==> config.mk <==
export PLATFORM = sky130hd
export DESIGN_NAME = midi_track_event_parser_flat
export DESIGN_NICKNAME = d
export VERILOG_FILES = /design/src/sv/mtep_pkg.sv /design/src/sv/mtep_byte_if.sv /design/src/sv/mtep_event_if.sv /design/src/sv/midi_track_event_parser.sv /design/src/sv/mtep_parser.sv /design/src/sv/mtep_queue.sv /design/src/flat_wrapper.sv
export SDC_FILE = /design/constraint.sdc
export NUM_CORES = 1
export LEC_CHECK = 0
export BUFFER_PORTS_ARGS = -buffer_cell sky130_fd_sc_hd__buf_2
export CAP_MARGIN = 25
export CELL_PAD_IN_SITES_DETAIL_PLACEMENT = 0
export CELL_PAD_IN_SITES_GLOBAL_PLACEMENT = 1
export CORE_ASPECT_RATIO = 2
export CORE_MARGIN = 1.5
export CORE_UTILIZATION = 48
export DETAILED_ROUTE_END_ITERATION = 8
export GPL_TIMING_DRIVEN = 0
export PLACE_DENSITY = 0.75
export SYNTH_ARGS = -nofsm -noshare
export SYNTH_HDL_FRONTEND = slang
export SYNTH_SLANG_ARGS = --single-unit
==> constraint.sdc <==
create_clock -name clk -period 16.61 [get_ports clk]
set_clock_uncertainty 0.1 [all_clocks]
set_input_delay 1.661 -clock clk [delete_from_list [all_inputs] [get_ports clk]]
set_output_delay 1.661 -clock clk [all_outputs]
set_load 0.05 [all_outputs]
==> src/sv/mtep_pkg.sv <==
package mtep_pkg;

  typedef enum logic [2:0] {
    KIND_NOTE_OFF  = 3'd0,
    KIND_NOTE_ON   = 3'd1,
    KIND_CHANNEL   = 3'd2,
    KIND_TRACK_END = 3'd3,
    KIND_DONE      = 3'd4,
    KIND_BAD_HDR   = 3'd5,
    KIND_BAD_TRK   = 3'd6
  } kind_t;

  typedef struct packed {
    logic [2:0]  event_kind;
    logic [15:0] track_index;
    logic [3:0]  channel;
    logic [6:0]  note;
    logic [6:0]  velocity;
    logic [27:0] delta_time;
  } event_t;

  localparam logic [7:0] STATUS_MIN   = 8'h80;
  localparam logic [7:0] SYSTEM_MIN   = 8'hF0;
  localparam logic [7:0] SYSEX_START  = 8'hF0;
  localparam logic [7:0] SYSEX_ESCAPE = 8'hF7;
  localparam logic [7:0] META_STATUS  = 8'hFF;
  localparam logic [7:0] META_EOT     = 8'h2F;
  localparam logic [3:0] HI_NOTE_OFF  = 4'h8;
  localparam logic [3:0] HI_NOTE_ON   = 4'h9;
  localparam logic [3:0] HI_PROGRAM   = 4'hC;
  localparam logic [3:0] HI_PRESSURE  = 4'hD;

  function automatic logic [7:0] hdr_tag(input logic [1:0] i);
    logic [7:0] r;
    unique case (i)
      2'd0: r = 8'h4D;
      2'd1: r = 8'h54;
      2'd2: r = 8'h68;
      default: r = 8'h64;
    endcase
    return r;
  endfunction

  function automatic logic [7:0] trk_tag(input logic [1:0] i);
    logic [7:0] r;
    unique case (i)
      2'd0: r = 8'h4D;
      2'd1: r = 8'h54;
      2'd2: r = 8'h72;
      default: r = 8'h6B;
    endcase
    return r;
  endfunction

endpackage

==> src/sv/mtep_byte_if.sv <==
interface mtep_byte_if;
  logic       valid;
  logic       ready;
  logic [7:0] data_byte;
  modport source (output valid, data_byte, input ready);
  modport sink (input valid, data_byte, output ready);
endinterface

==> src/sv/mtep_event_if.sv <==
interface mtep_event_if;
  logic        valid;
  logic        ready;
  logic [2:0]  event_kind;
  logic [15:0] track_index;
  logic [3:0]  channel;
  logic [6:0]  note;
  logic [6:0]  velocity;
  logic [27:0] delta_time;
  modport source (output valid, event_kind, track_index, channel, note, velocity,
                  delta_time, input ready);
  modport sink (input valid, event_kind, track_index, channel, note, velocity,
                delta_time, output ready);
endinterface

==> src/sv/midi_track_event_parser.sv <==
// A byte's event passes through the parser register, then the queue, before it reaches the output.
// Throughput: one byte per cycle unless the input stalls; a 2-word queue decouples the parser from the output.
// Input stalls only when the queue is full and the parser holds an event.
// Reset (rst, synchronous, active high) returns to expecting the header identifier.
// Errors and done are sticky until reset.
module midi_track_event_parser (
  input logic          clk,
  input logic          rst,
  mtep_byte_if.sink    in_ch,
  mtep_event_if.source out_ch
);
  logic             pv, pr;
  mtep_pkg::event_t pw, qw;

  mtep_parser u_parser (
    .clk(clk), .rst(rst),
    .in_valid(in_ch.valid), .in_ready(in_ch.ready), .in_byte(in_ch.data_byte),
    .ev_valid(pv), .ev_ready(pr), .ev(pw)
  );

  mtep_queue u_queue (
    .clk(clk), .rst(rst),
    .in_valid(pv), .in_ready(pr), .in_word(pw),
    .out_valid(out_ch.valid), .out_ready(out_ch.ready), .out_word(qw)
  );

  assign out_ch.event_kind  = qw.event_kind;
  assign out_ch.track_index = qw.track_index;
  assign out_ch.channel     = qw.channel;
  assign out_ch.note        = qw.note;
  assign out_ch.velocity    = qw.velocity;
  assign out_ch.delta_time  = qw.delta_time;
endmodule

==> src/sv/mtep_parser.sv <==
module mtep_parser (
  input  logic                clk,
  input  logic                rst,
  input  logic                in_valid,
  output logic                in_ready,
  input  logic [7:0]          in_byte,
  output logic                ev_valid,
  input  logic                ev_ready,
  output mtep_pkg::event_t    ev
);
  typedef enum logic [16:0] {
    PH_HDR_ID    = 17'd1 << 0,
    PH_HDR_LEN   = 17'd1 << 1,
    PH_HDR_FMT   = 17'd1 << 2,
    PH_HDR_NTRK  = 17'd1 << 3,
    PH_HDR_DIV   = 17'd1 << 4,
    PH_TRK_ID    = 17'd1 << 5,
    PH_TRK_LEN   = 17'd1 << 6,
    PH_DELTA     = 17'd1 << 7,
    PH_STATUS    = 17'd1 << 8,
    PH_DATA1     = 17'd1 << 9,
    PH_DATA2     = 17'd1 << 10,
    PH_SYX_LEN   = 17'd1 << 11,
    PH_META_TYPE = 17'd1 << 12,
    PH_META_LEN  = 17'd1 << 13,
    PH_SKIP      = 17'd1 << 14,
    PH_DONE      = 17'd1 << 15,
    PH_ERROR     = 17'd1 << 16
  } phase_t;

  phase_t      phase, phase_next;
  logic [2:0]  byte_count, byte_count_next;
  logic [7:0]  running_status, running_status_next;
  logic [7:0]  event_status, event_status_next;
  logic [27:0] delta_accum, delta_accum_next;
  logic [6:0]  first_data, first_data_next;
  logic [27:0] skip_count, skip_count_next;
  logic [15:0] tracks_total, tracks_total_next;
  logic [15:0] track_number, track_number_next;
  logic [7:0]  meta_kind, meta_kind_next;
  logic        emit;
  mtep_pkg::event_t res;
  logic [27:0] skip_shift, skip_dec;
  logic [15:0] track_inc;
  logic        go;

  assign in_ready = !ev_valid || ev_ready;
  assign go = in_valid && in_ready;
  assign skip_shift = {skip_count[20:0], in_byte[6:0]};
  assign skip_dec = skip_count - 28'd1;
  assign track_inc = track_number + 16'd1;

  always_comb begin
    phase_next = phase;
    byte_count_next = byte_count;
    running_status_next = running_status;
    event_status_next = event_status;
    delta_accum_next = delta_accum;
    first_data_next = first_data;
    skip_count_next = skip_count;
    tracks_total_next = tracks_total;
    track_number_next = track_number;
    meta_kind_next = meta_kind;
    emit = 1'b0;
    res = '0;
    res.track_index = track_number;
    begin : body
      logic [7:0] st;
      logic [6:0] second;
      logic       chan_done;
      logic       body_end;
      st = event_status;
      second = '0;
      chan_done = 1'b0;
      body_end = 1'b0;
      unique case (phase)
        PH_HDR_ID: begin
          if (in_byte != mtep_pkg::hdr_tag(byte_count[1:0])) begin
            phase_next = PH_ERROR;
            emit = 1'b1;
            res.event_kind = mtep_pkg::KIND_BAD_HDR;
          end else if (byte_count == 3'd3) begin
            phase_next = PH_HDR_LEN;
            byte_count_next = '0;
          end else byte_count_next = byte_count + 3'd1;
        end
        PH_HDR_LEN: begin
          if (byte_count == 3'd3) begin
            phase_next = PH_HDR_FMT;
            byte_count_next = '0;
          end else byte_count_next = byte_count + 3'd1;
        end
        PH_HDR_FMT: begin
          if (byte_count == 3'd1) begin
            phase_next = PH_HDR_NTRK;
            byte_count_next = '0;
          end else byte_count_next = byte_count + 3'd1;
        end
        PH_HDR_NTRK: begin
          tracks_total_next = {tracks_total[7:0], in_byte};
          if (byte_count == 3'd1) begin
            phase_next = PH_HDR_DIV;
            byte_count_next = '0;
          end else byte_count_next = byte_count + 3'd1;
        end
        PH_HDR_DIV: begin
          if (byte_count == 3'd1) begin
            byte_count_next = '0;
            track_number_next = '0;
            if (tracks_total == '0) begin
              phase_next = PH_DONE;
              emit = 1'b1;
              res.event_kind = mtep_pkg::KIND_DONE;
              res.track_index = '0;
            end else phase_next = PH_TRK_ID;
          end else byte_count_next = byte_count + 3'd1;
        end
        PH_TRK_ID: begin
          if (in_byte != mtep_pkg::trk_tag(byte_count[1:0])) begin
            phase_next = PH_ERROR;
            emit = 1'b1;
            res.event_kind = mtep_pkg::KIND_BAD_TRK;
          end else if (byte_count == 3'd3) begin
            phase_next = PH_TRK_LEN;
            byte_count_next = '0;
          end else byte_count_next = byte_count + 3'd1;
        end
        PH_TRK_LEN: begin
          if (byte_count == 3'd3) begin
            byte_count_next = '0;
            running_status_next = '0;
            phase_next = PH_DELTA;
            delta_accum_next = '0;
          end else byte_count_next = byte_count + 3'd1;
        end
        PH_DELTA: begin
          delta_accum_next = {delta_accum[20:0], in_byte[6:0]};
          if (!in_byte[7]) phase_next = PH_STATUS;
        end
        PH_STATUS: begin
          if (in_byte < mtep_pkg::STATUS_MIN) begin
            if (running_status == '0) begin
              phase_next = PH_ERROR;
              emit = 1'b1;
              res.event_kind = mtep_pkg::KIND_BAD_TRK;
            end else begin
              st = running_status;
              event_status_next = running_status;
              first_data_next = in_byte[6:0];
              if (st[7:4] == mtep_pkg::HI_PROGRAM || st[7:4] == mtep_pkg::HI_PRESSURE)
                chan_done = 1'b1;
              else phase_next = PH_DATA2;
            end
          end else begin
            event_status_next = in_byte;
            if (in_byte < mtep_pkg::SYSTEM_MIN) begin
              running_status_next = in_byte;
              phase_next = PH_DATA1;
            end else if (in_byte == mtep_pkg::SYSEX_START ||
                         in_byte == mtep_pkg::SYSEX_ESCAPE) begin
              running_status_next = '0;
              skip_count_next = '0;
              phase_next = PH_SYX_LEN;
            end else if (in_byte == mtep_pkg::META_STATUS) begin
              running_status_next = '0;
              phase_next = PH_META_TYPE;
            end else begin
              phase_next = PH_DELTA;
              delta_accum_next = '0;
            end
          end
        end
        PH_DATA1: begin
          first_data_next = in_byte[6:0];
          if (st[7:4] == mtep_pkg::HI_PROGRAM || st[7:4] == mtep_pkg::HI_PRESSURE)
            chan_done = 1'b1;
          else phase_next = PH_DATA2;
        end
        PH_DATA2: begin
          second = in_byte[6:0];
          chan_done = 1'b1;
        end
        PH_META_TYPE: begin
          meta_kind_next = in_byte;
          skip_count_next = '0;
          phase_next = PH_META_LEN;
        end
        PH_SYX_LEN, PH_META_LEN: begin
          skip_count_next = skip_shift;
          if (!in_byte[7]) begin
            if (skip_shift == '0) body_end = 1'b1;
            else phase_next = PH_SKIP;
          end
        end
        PH_SKIP: begin
          skip_count_next = skip_dec;
          if (skip_dec == '0) body_end = 1'b1;
        end
        PH_DONE, PH_ERROR: ;
        default: ;
      endcase
      if (chan_done) begin
        emit = 1'b1;
        phase_next = PH_DELTA;
        delta_accum_next = '0;
        res.channel = st[3:0];
        res.delta_time = delta_accum;
        if (st[7:4] == mtep_pkg::HI_NOTE_OFF) begin
          res.event_kind = mtep_pkg::KIND_NOTE_OFF;
          res.note = first_data_next;
          res.velocity = second;
        end else if (st[7:4] == mtep_pkg::HI_NOTE_ON) begin
          res.event_kind = (second == '0) ? mtep_pkg::KIND_NOTE_OFF
                                          : mtep_pkg::KIND_NOTE_ON;
          res.note = first_data_next;
          res.velocity = second;
        end else res.event_kind = mtep_pkg::KIND_CHANNEL;
      end
      if (body_end) begin
        if (event_status == mtep_pkg::META_STATUS && meta_kind == mtep_pkg::META_EOT) begin
          emit = 1'b1;
          res.delta_time = delta_accum;
          if (track_inc >= tracks_total) begin
            phase_next = PH_DONE;
            res.event_kind = mtep_pkg::KIND_DONE;
          end else begin
            res.event_kind = mtep_pkg::KIND_TRACK_END;
            track_number_next = track_inc;
            phase_next = PH_TRK_ID;
            byte_count_next = '0;
          end
        end else begin
          phase_next = PH_DELTA;
          delta_accum_next = '0;
        end
      end
    end
  end

  always_ff @(posedge clk) begin
    if (rst) begin
      phase <= PH_HDR_ID;
      byte_count <= '0;
      running_status <= '0;
      event_status <= '0;
      delta_accum <= '0;
      first_data <= '0;
      skip_count <= '0;
      tracks_total <= '0;
      track_number <= '0;
      meta_kind <= '0;
      ev_valid <= 1'b0;
    end else begin
      if (go) begin
        phase <= phase_next;
        byte_count <= byte_count_next;
        running_status <= running_status_next;
        event_status <= event_status_next;
        delta_accum <= delta_accum_next;
        first_data <= first_data_next;
        skip_count <= skip_count_next;
        tracks_total <= tracks_total_next;
        track_number <= track_number_next;
        meta_kind <= meta_kind_next;
        ev_valid <= emit;
      end else if (ev_ready) begin
        ev_valid <= 1'b0;
      end
    end
  end

  always_ff @(posedge clk) begin
    if (go && emit) ev <= res;
  end
endmodule

==> src/sv/mtep_queue.sv <==
module mtep_queue (
  input  logic             clk,
  input  logic             rst,
  input  logic             in_valid,
  output logic             in_ready,
  input  mtep_pkg::event_t in_word,
  output logic             out_valid,
  input  logic             out_ready,
  output mtep_pkg::event_t out_word
);
  mtep_pkg::event_t slot [2];
  logic [1:0] count;
  logic       rd_ptr, wr_ptr;
  logic       push, pop;

  assign in_ready = (count != 2'd2);
  assign out_valid = (count != 2'd0);
  assign out_word = slot[rd_ptr];
  assign push = in_valid && in_ready;
  assign pop = out_valid && out_ready;

  always_ff @(posedge clk) begin
    if (rst) begin
      count <= '0;
      rd_ptr <= 1'b0;
      wr_ptr <= 1'b0;
    end else begin
      if (push) wr_ptr <= ~wr_ptr;
      if (pop) rd_ptr <= ~rd_ptr;
      count <= count + {1'b0, push} - {1'b0, pop};
    end
  end

  always_ff @(posedge clk) begin
    if (push) slot[wr_ptr] <= in_word;
  end
endmodule

==> src/flat_wrapper.sv <==
// flat-port wrapper written by rule: the top's interface ports become plain ports
module midi_track_event_parser_flat 
  (clk, rst, in_ch_valid, in_ch_data_byte, in_ch_ready, out_ch_valid, out_ch_event_kind, out_ch_track_index, out_ch_channel, out_ch_note, out_ch_velocity, out_ch_delta_time, out_ch_ready);
  mtep_byte_if in_ch_i ();
  mtep_event_if out_ch_i ();
  input logic clk;
  input logic rst;
  input wire logic [$bits(in_ch_i.valid)-1:0] in_ch_valid;
  input wire logic [$bits(in_ch_i.data_byte)-1:0] in_ch_data_byte;
  output wire logic [$bits(in_ch_i.ready)-1:0] in_ch_ready;
  output wire logic [$bits(out_ch_i.valid)-1:0] out_ch_valid;
  output wire logic [$bits(out_ch_i.event_kind)-1:0] out_ch_event_kind;
  output wire logic [$bits(out_ch_i.track_index)-1:0] out_ch_track_index;
  output wire logic [$bits(out_ch_i.channel)-1:0] out_ch_channel;
  output wire logic [$bits(out_ch_i.note)-1:0] out_ch_note;
  output wire logic [$bits(out_ch_i.velocity)-1:0] out_ch_velocity;
  output wire logic [$bits(out_ch_i.delta_time)-1:0] out_ch_delta_time;
  input wire logic [$bits(out_ch_i.ready)-1:0] out_ch_ready;
  assign in_ch_i.valid = in_ch_valid;
  assign in_ch_i.data_byte = in_ch_data_byte;
  assign in_ch_ready = in_ch_i.ready;
  assign out_ch_valid = out_ch_i.valid;
  assign out_ch_event_kind = out_ch_i.event_kind;
  assign out_ch_track_index = out_ch_i.track_index;
  assign out_ch_channel = out_ch_i.channel;
  assign out_ch_note = out_ch_i.note;
  assign out_ch_velocity = out_ch_i.velocity;
  assign out_ch_delta_time = out_ch_i.delta_time;
  assign out_ch_i.ready = out_ch_ready;
  midi_track_event_parser u_core (.clk(clk), .rst(rst), .in_ch(in_ch_i), .out_ch(out_ch_i));
endmodule
==> flow_summary_export.csv, run 1 <==
group,metric,value,unit
detailed_routing,avgViaCountPerCell,5.94,
logic_synthesis,synth-seq-cells,340,
logic_synthesis,synth_common_cells,"195 x edfxtp_1, 145 x dfxtp_1, 131 x nor2_1",
logic_synthesis,synth-edff-count,195,
detailed_routing,wire_per_inst,22.3,um
finish,area_growth,12.8,%
run_status,status,"finished clean",
setup_path,criticalPathCategory,"register to register",
logic_synthesis,ys_seq_area_share,55.2,%
setup_path,arrival,5430,ps
place,portBuffers,77,
clock_tree,clockBufferDepth,3,
logic_synthesis,synthXorXnorAreaFrac,1.60,%
setup_path,end_kind,"register",
timing,max_freq,190,MHz
setup_path,path_delay_family,"simple AND/OR/NAND/NOR gates",
global_route,grt.overflow.total,0,
place,dp_hpwl,33800,um
clock_tree,clock-root-buffer,"clkbuf_16",
logic_synthesis,ys_types,83,
global_route,grt_pass1_wl,68200,um
detailed_routing,drtIter0Drc,839,
logic_synthesis,synth.area.top_cells,"edfxtp_1 37%, dfxtp_1 18%, mux2_2 4.6%, nor2_1 3.1%, mux2i_1 3.0%",
timing,worst_slew_margin_rel,28.1,%
timing,setup_viol,0,
finish,fill_cells,2951,
detailed_routing,first_pass_iters,5,
timing,fin_crit_sh,31.7,%
clock_tree,cts_resized,0,
place,postPlaceCellArea,16900,um^2
setup_path,cp-start-kind,"register",
timing,slew_viol_final,0,
setup_path,cp_num_buf_inv,4,
timing,fin_tns_setup,0,ps
clock_tree,cts_buffers,29,
clock_tree,cts_max_level,1,
logic_synthesis,synth_area,15900,um^2
floorplanning,die_h,260,um
setup_path,path_cells,"inv_1 > ha_1 > nor3b_1 > nand4_1 > nor3_1 > nand3b_1 > nand2_2 > a31o_2 > buf_4 > a21oi_2 > buf_2 > a21oi_4 > buf_12",
clock_tree,hold_buffers,0,
logic_synthesis,synthesis.nets,1487,
power_and_ir_drop,p_leak,6.20,nW
finish,finalNonFillerCells,2017,
power_and_ir_drop,power,0.00214,W
floorplanning,start_util,48.5,%
logic_synthesis,synth-simple-area-share,17.5,%
global_route,grt_pass1_vias,11936,
power_and_ir_drop,powerDensity,120,nW/um^2
detailed_routing,num_vias,11986,
setup_path,slowest_delay,800,ps
logic_synthesis,synth_top_area_share,36.9,%
clock_tree,cts_num_sinks,340,
floorplanning,io_pins,79,
logic_synthesis,synthMuxAreaShare,7.65,%
logic_synthesis,synth_cells,1448,
run,drv_cap,0,
global_route,antenna_found_initial,0,
detailed_routing,antenna_left,0,
floorplanning,die_w,132,um
clock_tree,cts_tree,"built",
timing,finalHoldViolCount,0,
detailed_routing,post-route-drc-count,0,
clock_tree,clk_pin_slew,70,ps
finish,fin_nets,1602,
detailed_routing,routed_wl,45100,um
logic_synthesis,avgSynthCellArea,11.0,um^2
timing,period_needed,5260,ps
finish,postLayoutCellArea,17900,um^2
place,dp_cells,1963,
logic_synthesis,synthAdderAreaFrac,2.13,%
place,place_congestion,0.963,
logic_synthesis,synth_compound_area_share,12.6,%
logic_synthesis,synthFlopType,"edfxtp_1",
logic_synthesis,yosysMostFrequentCell,"edfxtp_1",
global_route,track_usage,26.0,%
power_and_ir_drop,ir_drop,90.7,uV
timing,rsz0062_at_grt,"false",
timing,hold_slack,343,ps
finish,diodes,0,
setup_path,critPathRequiredTime,16780,ps
logic_synthesis,synth_warnings,0,
floorplanning,core-area,32700,um^2
finish,drive_gt1_share,16.0,%
floorplanning,die-area,34200,um^2
setup_path,crit_slowest_cell,"nor3b_1",
clock_tree,post-cts-setup-buffers,0,
logic_synthesis,async_reset_ff_share,0,%
timing,tightest_slew,1080,ps
floorplanning,fp-row-count,94,
setup_path,path_max_fanout,29,
min_path,holdCritPathClass,"register to register",
clock_tree,clock_latency,570,ps
global_route,grt_start_max_net_pins,50,
logic_synthesis,yosysTopAreaCell,"edfxtp_1",
logic_synthesis,synth_top_family_by_area,"simple AND/OR/NAND/NOR gates",
==> flip-flops by register name, summed over array words and instances (netlist names), 2 cells and up, named ones only <==
name                            cells
u_core.u_queue.count                2
u_core.u_parser.first_data          7
u_core.u_parser.skip_count         28
u_core.u_parser.running_status      8
u_core.u_parser.delta_accum        28
u_core.u_parser.tracks_total       16
u_core.u_parser.meta_kind           8
u_core.u_parser.track_number       16
u_core.u_parser.event_status        8
u_core.u_queue.slot               130
u_core.u_parser.byte_count          3
u_core.u_parser.ev                 65
u_core.u_parser.phase              17
==> through the flow <==
step	setup slack [ps]	util (%)
floorplan	9140	-
global placement	6910	51.3
detailed placement	11060	51.8
CTS	11440	54.7
global route	11180	54.7
finish	11350	54.7
==> final cells by class <==
type                    instances  area [um^2]  share of cell area [%]
plain buffers                  96          402                    2.24
clock buffers                  34          754                    4.22
clock inverters                19          190                    1.06
inverters                      34          128                   0.713
multi-input cells             978         6600                    36.9
flip-flops and latches        340         8760                    49.0
well taps                     432          541                    3.02
repair buffers                 84          520                    2.91
==> layer usage <==
layer / GRT usage [%] / wire, um
met1: 24.4 / 15100
met2: 52.5 / 25200
met3: 2.79 / 1750
met4: 16.4 / 3020
met5: 0 / 0
==> worst paths after layout <==
kind / startpoint / to / slack (ps) / cells past startpoint
worst max-delay path: u_core.u_parser.skip_count[0]$_SDFFE_PP0P_ / u_core.u_parser.ev[35]$_SDFFCE_PN0P_ / 11350 / 13
worst min-delay path: u_core.u_parser.ev[12]$_DFFE_PP_ / u_core.u_queue.slot[0][12]$_DFFE_PP_ / 340 / 0
worst max register to register: u_core.u_parser.skip_count[0]$_SDFFE_PP0P_ / u_core.u_parser.ev[35]$_SDFFCE_PN0P_ / 11350 / 13
worst min register to register: u_core.u_parser.ev[12]$_DFFE_PP_ / u_core.u_queue.slot[0][12]$_DFFE_PP_ / 340 / 0
==> where the power goes <==
| part | switching, W | internal [W] | leakage [nW] | total, W |
|---|---|---|---|---|
| Combinational | 0.000334 | 0.000128 | 2.75 | 0.000461 |
| Sequential | 0.0000242 | 0.000973 | 2.99 | 0.000997 |
| Clock | 0.000311 | 0.000374 | 0.458 | 0.000685 |
==> cell usage in the layout (no fill, tap or decap), types with 6 or more instances in the layout <==
cell	n
nand2_1	119
inv_1	33
nor4_1	22
a211oi_1	12
xor2_1	12
or3_1	15
and2_1	29
edfxtp_1	195
nor4b_1	6
or4_1	14
o31ai_1	14
mux2i_1	47
clkbuf_16	29
a22oi_1	23
mux2_2	65
nand3_1	39
o211ai_1	25
dfxtp_1	145
nand2b_1	11
nor3_1	24
or2_2	10
xnor2_1	17
o21ai_1	24
o21ai_0	46
a32o_1	9
nand4_1	39
buf_1	10
a2bb2oi_1	33
ha_1	27
o211ai_2	6
nor2b_1	37
and3_1	6
clkbuf_1	76
a21oi_1	34
buf_2	87
nor2_1	130
==> kinds of logic after synthesis <==
logic type | after synthesis
AO/OA/AOI/OAI | 277
XOR/XNOR | 29
AND/OR/NAND/NOR | 532
buffers and inverters | 130
multiplexers | 113
flip-flops | 340
adder cells (fa/ha/maj) | 27
Note: power is estimated with default switching activity, not from simulation.
==> run 2, diff against run 1 <==
--- a/config.mk
+++ b/config.mk
@@ -11,10 +11,10 @@
 export CELL_PAD_IN_SITES_GLOBAL_PLACEMENT = 1
 export CORE_ASPECT_RATIO = 2
 export CORE_MARGIN = 1.5
-export CORE_UTILIZATION = 48
+export CORE_UTILIZATION = 45
 export DETAILED_ROUTE_END_ITERATION = 8
 export GPL_TIMING_DRIVEN = 0
-export PLACE_DENSITY = 0.75
+export PLACE_DENSITY = 0.74
 export SYNTH_ARGS = -nofsm -noshare
 export SYNTH_HDL_FRONTEND = slang
 export SYNTH_SLANG_ARGS = --single-unit
==> constraint.sdc (replaced) <==
create_clock -name clk -period 4.48 [get_ports clk]
set_clock_uncertainty 0.1 [all_clocks]
set_input_delay 0.448 -clock clk [delete_from_list [all_inputs] [get_ports clk]]
set_output_delay 0.448 -clock clk [all_outputs]
set_load 0.05 [all_outputs]
==> flow_summary_export.csv, run 2 (synthesis results as in run 1) <==
group,metric,value,unit
detailed_routing,post-route-drc-count,0,
finish,final_util,51.7,%
setup_path,crit_top_cell,"buf_4",
setup_path,criticalPathCategory,"register to register",
timing,setup_viol,0,
detailed_routing,avgViaCountPerCell,5.89,
floorplanning,start_util,45.5,%
setup_path,rr_worst_depth,12,
setup_path,critPathLaunch,"u_core.u_parser.skip_count[3]$_SDFFE_PP0P_",
setup_path,path_cells,"clkbuf_1 > nor3_2 > nand3_1 > o31a_1 > or4_4 > nand2_2 > a31o_2 > buf_4 > a21oi_2 > buf_2 > a21oi_4 > buf_4",
power_and_ir_drop,p_leak,6.22,nW
place,portBuffers,77,
finish,mostFrequentLayoutCell,"edfxtp_1",
timing,period_needed,4340,ps
finish,largest_reg_flops,130,
timing,tightest_slew,1020,ps
clock_tree,clock_latency,570,ps
timing,max_freq,231,MHz
power_and_ir_drop,pwr-share-seq,47.0,%
setup_path,r2r-end,"u_core.u_parser.ev[55]$_DFFE_PP_",
power_and_ir_drop,p_comb_share,22.1,%
detailed_routing,antenna_left,0,
clock_tree,hold_buffers,0,
detailed_routing,drtIter0Drc,772,
min_path,hold_path_depth,4,
setup_path,cp-start-kind,"register",
min_path,hold_start,"out_ch_ready",
min_path,worst_hold_path.endpoint,"u_core.u_queue.rd_ptr$_SDFFE_PP0P_",
setup_path,crit_slowest_cell,"or4_4",
floorplanning,die-area,36500,um^2
setup_path,reg2reg_from,"u_core.u_parser.skip_count[3]$_SDFFE_PP0P_",
power_and_ir_drop,switching_power,0.00250,W
setup_path,reg2reg_setup_slack,140,ps
setup_path,slowest_delay,600,ps
power_and_ir_drop,p_sw_share,31.8,%
clock_tree,clockBufferDepth,3,
finish,fin_nets,1603,
setup_path,critPathRequiredTime,4640,ps
clock_tree,clk_pin_slew,70,ps
finish,postLayoutCellArea,18000,um^2
run_status,status,"finished clean",
run,drv_cap,0,
timing,fin_crit_sh,96.8,%
finish,largest_register,"u_core.u_queue.slot",
timing,hold_slack,240,ps
setup_path,end_kind,"register",
global_route,grt_pass1_wl,68200,um
setup_path,cp_num_buf_inv,4,
finish,fill_cells,3131,
timing,finalHoldViolCount,0,
finish,drive_gt1_share,17.7,%
timing,setup_ws,143,ps
global_route,grt_pass1_vias,11865,
floorplanning,io_pins,79,
setup_path,arrival,4500,ps
setup_path,path_max_fanout,14,
detailed_routing,first_pass_iters,7,
global_route,grt.overflow.total,0,
finish,area_growth,13.4,%
detailed_routing,wire_per_inst,22.5,um
detailed_routing,num_vias,11953,
timing,worst_slew_margin_rel,32.2,%
clock_tree,cts_max_level,1,
clock_tree,cts_tree,"built",
global_route,track_usage,24.9,%
floorplanning,die_h,269,um
power_and_ir_drop,internal_power,0.00537,W
power_and_ir_drop,pwr-share-clk,30.9,%
min_path,holdCritPathClass,"input pin to register",
timing,fin_tns_setup,0,ps
place,dp_slack,-729,ps
power_and_ir_drop,powerDensity,437,nW/um^2
place,dp_hpwl,34300,um
clock_tree,cts_num_sinks,340,
finish,layout_common_cells,"195 x edfxtp_1, 140 x dfxtp_1, 127 x nor2_1, 118 x nand2_1, 87 x buf_2",
place,postPlaceCellArea,17000,um^2
floorplanning,core-area,34800,um^2
global_route,grt_start_max_net_pins,54,
global_route,antenna_found_initial,0,
floorplanning,die_w,136,um
detailed_routing,routed_wl,45700,um
clock_tree,cts_buffers,29,
finish,reg_top3,"u_core.u_queue.slot x130, u_core.u_parser.ev x65",
timing,slew_viol_final,0,
power_and_ir_drop,ir_drop,332,uV
clock_tree,clock-root-buffer,"clkbuf_16",
finish,diodes,0,
floorplanning,fp-row-count,97,
place,place_congestion,0.953,
setup_path,path_delay_family,"simple AND/OR/NAND/NOR gates",
==> run 2: changes by cell type in the layout (fill, tap and decap cells not counted), moves of 3 or more <==
| cell | before | now |
|---|---|---|
| buf_4 | 2 | 9 |
| nor2_2 | 0 | 3 |
| nor4_2 | 2 | 5 |
| clkbuf_1 | 76 | 73 |
| nor4_1 | 22 | 19 |
| nor3_1 | 24 | 21 |
| nor2_1 | 130 | 127 |
| nand3_1 | 39 | 35 |
| dfxtp_2 | 0 | 5 |
| dfxtp_1 | 145 | 140 |
| nand3_2 | 0 | 3 |
==> run 2: cell type report <==
class,count,area (um^2),share of cell area (%)
inverters,34,128,0.709
plain buffers,91,385,2.14
well taps,445,557,3.09
clock buffers,36,762,4.24
clock inverters,17,130,0.723
flip-flops and latches,340,8760,48.7
repair buffers,90,566,3.14
multi-input cells,978,6700,37.2
==> run 2: worst reg2reg max path, delay by kind of cell, from the launching register on <==
family | cells | cell delay, ps
and+or+nand+nor | 4 | 1630
AOI/OAI and AO/OA | 4 | 980
buffers and inverters | 4 | 1040
DFF | 1 | 290
==> run 2: power groups by stage <==
stage	Sequential [W]	Clock (W)	Combinational, W
5_1_grt	0.00372	0.00260	0.00183
3_3_place_gp	0.00377	0	0.00169
6_report	0.00370	0.00243	0.00174
3_5_place_dp	0.00377	0	0.00175
2_1_floorplan	0.00374	0	0.00128
4_1_cts	0.00370	0.00249	0.00177
==> run 2: repair_timing <==
item / 4_1_cts / 5_1_grt
endpoints found under the hold margin: 0 / 0
pin swaps: 3 / 4
buffers inserted: 5 / 2
resized for setup: 13 / 15
setup endpoints to repair: 112 / 114
gates cloned: 0 / 0
==> run 2: layer usage <==
layer,vias up,global-route usage (%),part of all wire [%]
met4,0,15.9,6.7
met5,-,0,0
met3,151,2.90,4.0
met1,5792,23.6,33
li1,5609,-,-
met2,401,49.2,56
==> run 2: how the worst max path moves through the flow <==
stage / to / slack, ps / cells after the start
2_1_floorplan: u_core.u_parser.ev[0]$_DFFE_PP_ / 60 / 12
3_5_place_dp: u_core.u_parser.ev[39]$_SDFFCE_PN0P_ / -730 / 13
5_1_grt: u_core.u_parser.track_number[5]$_SDFFE_PP0P_ / -20 / 19
6_report: u_core.u_parser.ev[55]$_DFFE_PP_ / 140 / 12
3_3_place_gp: u_core.u_parser.ev[34]$_SDFFCE_PN0P_ / -1730 / 12
4_1_cts: u_core.u_parser.ev[63]$_DFFE_PP_ / 40 / 19
==> run 2: metrics by stage <==
stage          total power [W]  instances
2_1_floorplan          0.00503       1448
3_3_place_gp           0.00546       1970
3_5_place_dp           0.00552       1976
4_1_cts                0.00795       2033
5_1_grt                0.00815       2031
6_report               0.00787       2031
==> run 3, diff against run 2 <==
--- a/config.mk
+++ b/config.mk
@@ -5,16 +5,16 @@
 export SDC_FILE = /design/constraint.sdc
 export NUM_CORES = 1
 export LEC_CHECK = 0
-export BUFFER_PORTS_ARGS = -buffer_cell sky130_fd_sc_hd__buf_2
 export CAP_MARGIN = 25
 export CELL_PAD_IN_SITES_DETAIL_PLACEMENT = 0
 export CELL_PAD_IN_SITES_GLOBAL_PLACEMENT = 1
 export CORE_ASPECT_RATIO = 2
 export CORE_MARGIN = 1.5
-export CORE_UTILIZATION = 45
+export CORE_UTILIZATION = 46
 export DETAILED_ROUTE_END_ITERATION = 8
+export DONT_BUFFER_PORTS = 1
 export GPL_TIMING_DRIVEN = 0
-export PLACE_DENSITY = 0.74
+export PLACE_DENSITY = 0.72
 export SYNTH_ARGS = -nofsm -noshare
 export SYNTH_HDL_FRONTEND = slang
 export SYNTH_SLANG_ARGS = --single-unit
==> flow_summary_export.csv, run 3 (synthesis results as in run 1) <==
group,metric,value,unit
floorplanning,fp-row-count,96,
setup_path,end_kind,"register",
global_route,grt.busiest_layer,"met2",
timing,fin_crit_sh,98.4,%
finish,largest_reg_flops,130,
detailed_routing,first_pass_iters,5,
power_and_ir_drop,ir_drop,335,uV
timing,setup_viol,0,
finish,fill_cells,3061,
power_and_ir_drop,p_leak,6.00,nW
timing,max_freq,227,MHz
power_and_ir_drop,powerDensity,455,nW/um^2
clock_tree,cts_max_level,1,
clock_tree,cts_buffers,30,
clock_tree,clock_latency,590,ps
detailed_routing,antenna_left,0,
floorplanning,core-area,34100,um^2
clock_tree,clockBufferDepth,3,
timing,slew_viol_final,0,
global_route,grt.overflow.total,0,
setup_path,cp-start-kind,"register",
global_route,grt_pass1_wl,69300,um
run,drv_cap,0,
setup_path,reg2reg_setup_slack,70,ps
finish,largest_register,"u_core.u_queue.slot",
timing,setup_ws,69.6,ps
finish,postLayoutCellArea,17800,um^2
detailed_routing,avgViaCountPerCell,5.92,
clock_tree,cts_num_sinks,340,
place,dp_slack,-793,ps
setup_path,arrival,4580,ps
finish,reg_top3,"u_core.u_queue.slot x130, u_core.u_parser.ev x65",
detailed_routing,num_vias,11561,
global_route,grt_use_met2,50.2,%
global_route,grt_start_max_net_pins,66,
finish,final_util,52.1,%
timing,finalHoldViolCount,0,
floorplanning,die-area,35700,um^2
min_path,holdCritPathClass,"input pin to register",
setup_path,path_max_fanout,30,
global_route,grt_pass1_vias,11551,
global_route,antenna_found_initial,0,
timing,tightest_slew,1070,ps
global_route,track_usage,25.8,%
detailed_routing,wire_per_inst,23.7,um
finish,diodes,0,
place,dp_hpwl,34400,um
floorplanning,io_pins,79,
floorplanning,die_w,134,um
setup_path,critPathRequiredTime,4650,ps
global_route,met1_usage,25.0,%
clock_tree,clk_pin_slew,70,ps
floorplanning,die_h,266,um
finish,layout_common_cells,"195 x edfxtp_1, 140 x dfxtp_1, 128 x nor2_1, 119 x nand2_1, 70 x clkbuf_1",
timing,worst_slew_margin_rel,28.6,%
clock_tree,clock-root-buffer,"clkbuf_16",
global_route,grtUsageMet3,3.45,%
clock_tree,cts_tree,"built",
power_and_ir_drop,power,0.00810,W
detailed_routing,routed_wl,46300,um
place,portBuffers,0,
run_status,status,"finished clean",
finish,area_growth,12.1,%
finish,fin_nets,1526,
floorplanning,start_util,46.5,%
detailed_routing,drtIter0Drc,717,
timing,period_needed,4410,ps
finish,drive_gt1_share,13.9,%
place,place_congestion,1.03,
detailed_routing,post-route-drc-count,0,
finish,mostFrequentLayoutCell,"edfxtp_1",
place,postPlaceCellArea,16500,um^2
setup_path,criticalPathCategory,"register to register",
-- run 3: area by class of cell --
class                   count  area [um^2]  share of cell area (%)
repair buffers             14          176                   0.992
multi-input cells         978         6710                    37.7
inverters                  34          128                   0.718
well taps                 441          552                    3.10
clock inverters            22          305                    1.72
clock buffers              34          766                    4.31
plain buffers              89          377                    2.12
flip-flops and latches    340         8770                    49.3
-- run 3: where the power goes --
part           internal [W]  leakage [nW]  total [W]  switching, W
Combinational      0.000379          2.50    0.00158       0.00120
Clock               0.00160         0.515    0.00282       0.00122
Sequential          0.00361          2.99    0.00370     0.0000934
-- run 3: layer usage --
layer | routed length (um) | up-vias
li1 | - | 5467
met1 | 15500 | 5606
met2 | 25800 | 345
met3 | 1890 | 143
met4 | 3110 | 0
met5 | 0 | -
-- run 3: worst max-delay path, stage by stage (launching register included) --
cell and delay, ps:
dfxtp_1 370, inv_1 110, ha_1 260, nor3b_2 500
nand4_1 380, nor3_2 370, nand3b_1 420, nand2_2 330
a31o_2 190, buf_4 190, a21oi_2 90, buf_2 220
a21oi_4 200, buf_12 150, buf_12 190
-- run 3: per-stage QoR --
stage          cells  TNS [ps]  hold slack [ps]
3_5_place_dp    1894    -55730              330
4_1_cts         1955         0             11.1
5_1_grt         1952  -0.00488             26.7
6_report        1952         0             32.3
2_1_floorplan   1448         0              321
3_3_place_gp    1889   -176650              323
-- run 3: worst paths after layout --
kind / from / depth (start not counted) / end
setup reg to reg: u_core.u_parser.skip_count[0]$_SDFFE_PP0P_ / 14 / u_core.u_parser.ev[41]$_SDFFCE_PN0P_
hold / removal: in_ch_valid / 2 / u_core.u_parser.ev_valid$_SDFFE_PP0P_
hold reg to reg: u_core.u_parser.ev[25]$_DFFE_PP_ / 0 / u_core.u_queue.slot[0][25]$_DFFE_PP_
setup / recovery: u_core.u_parser.skip_count[0]$_SDFFE_PP0P_ / 14 / u_core.u_parser.ev[41]$_SDFFCE_PN0P_
-- run 3: what timing repair did --
action | 4_1_cts | 5_1_grt
hold buffers | 0 | 0
pin swaps | 2 | 3
setup buffers | 7 | 1
gates resized for setup | 12 | 20
setup endpoints to repair | 99 | 85
gates cloned | 0 | 1
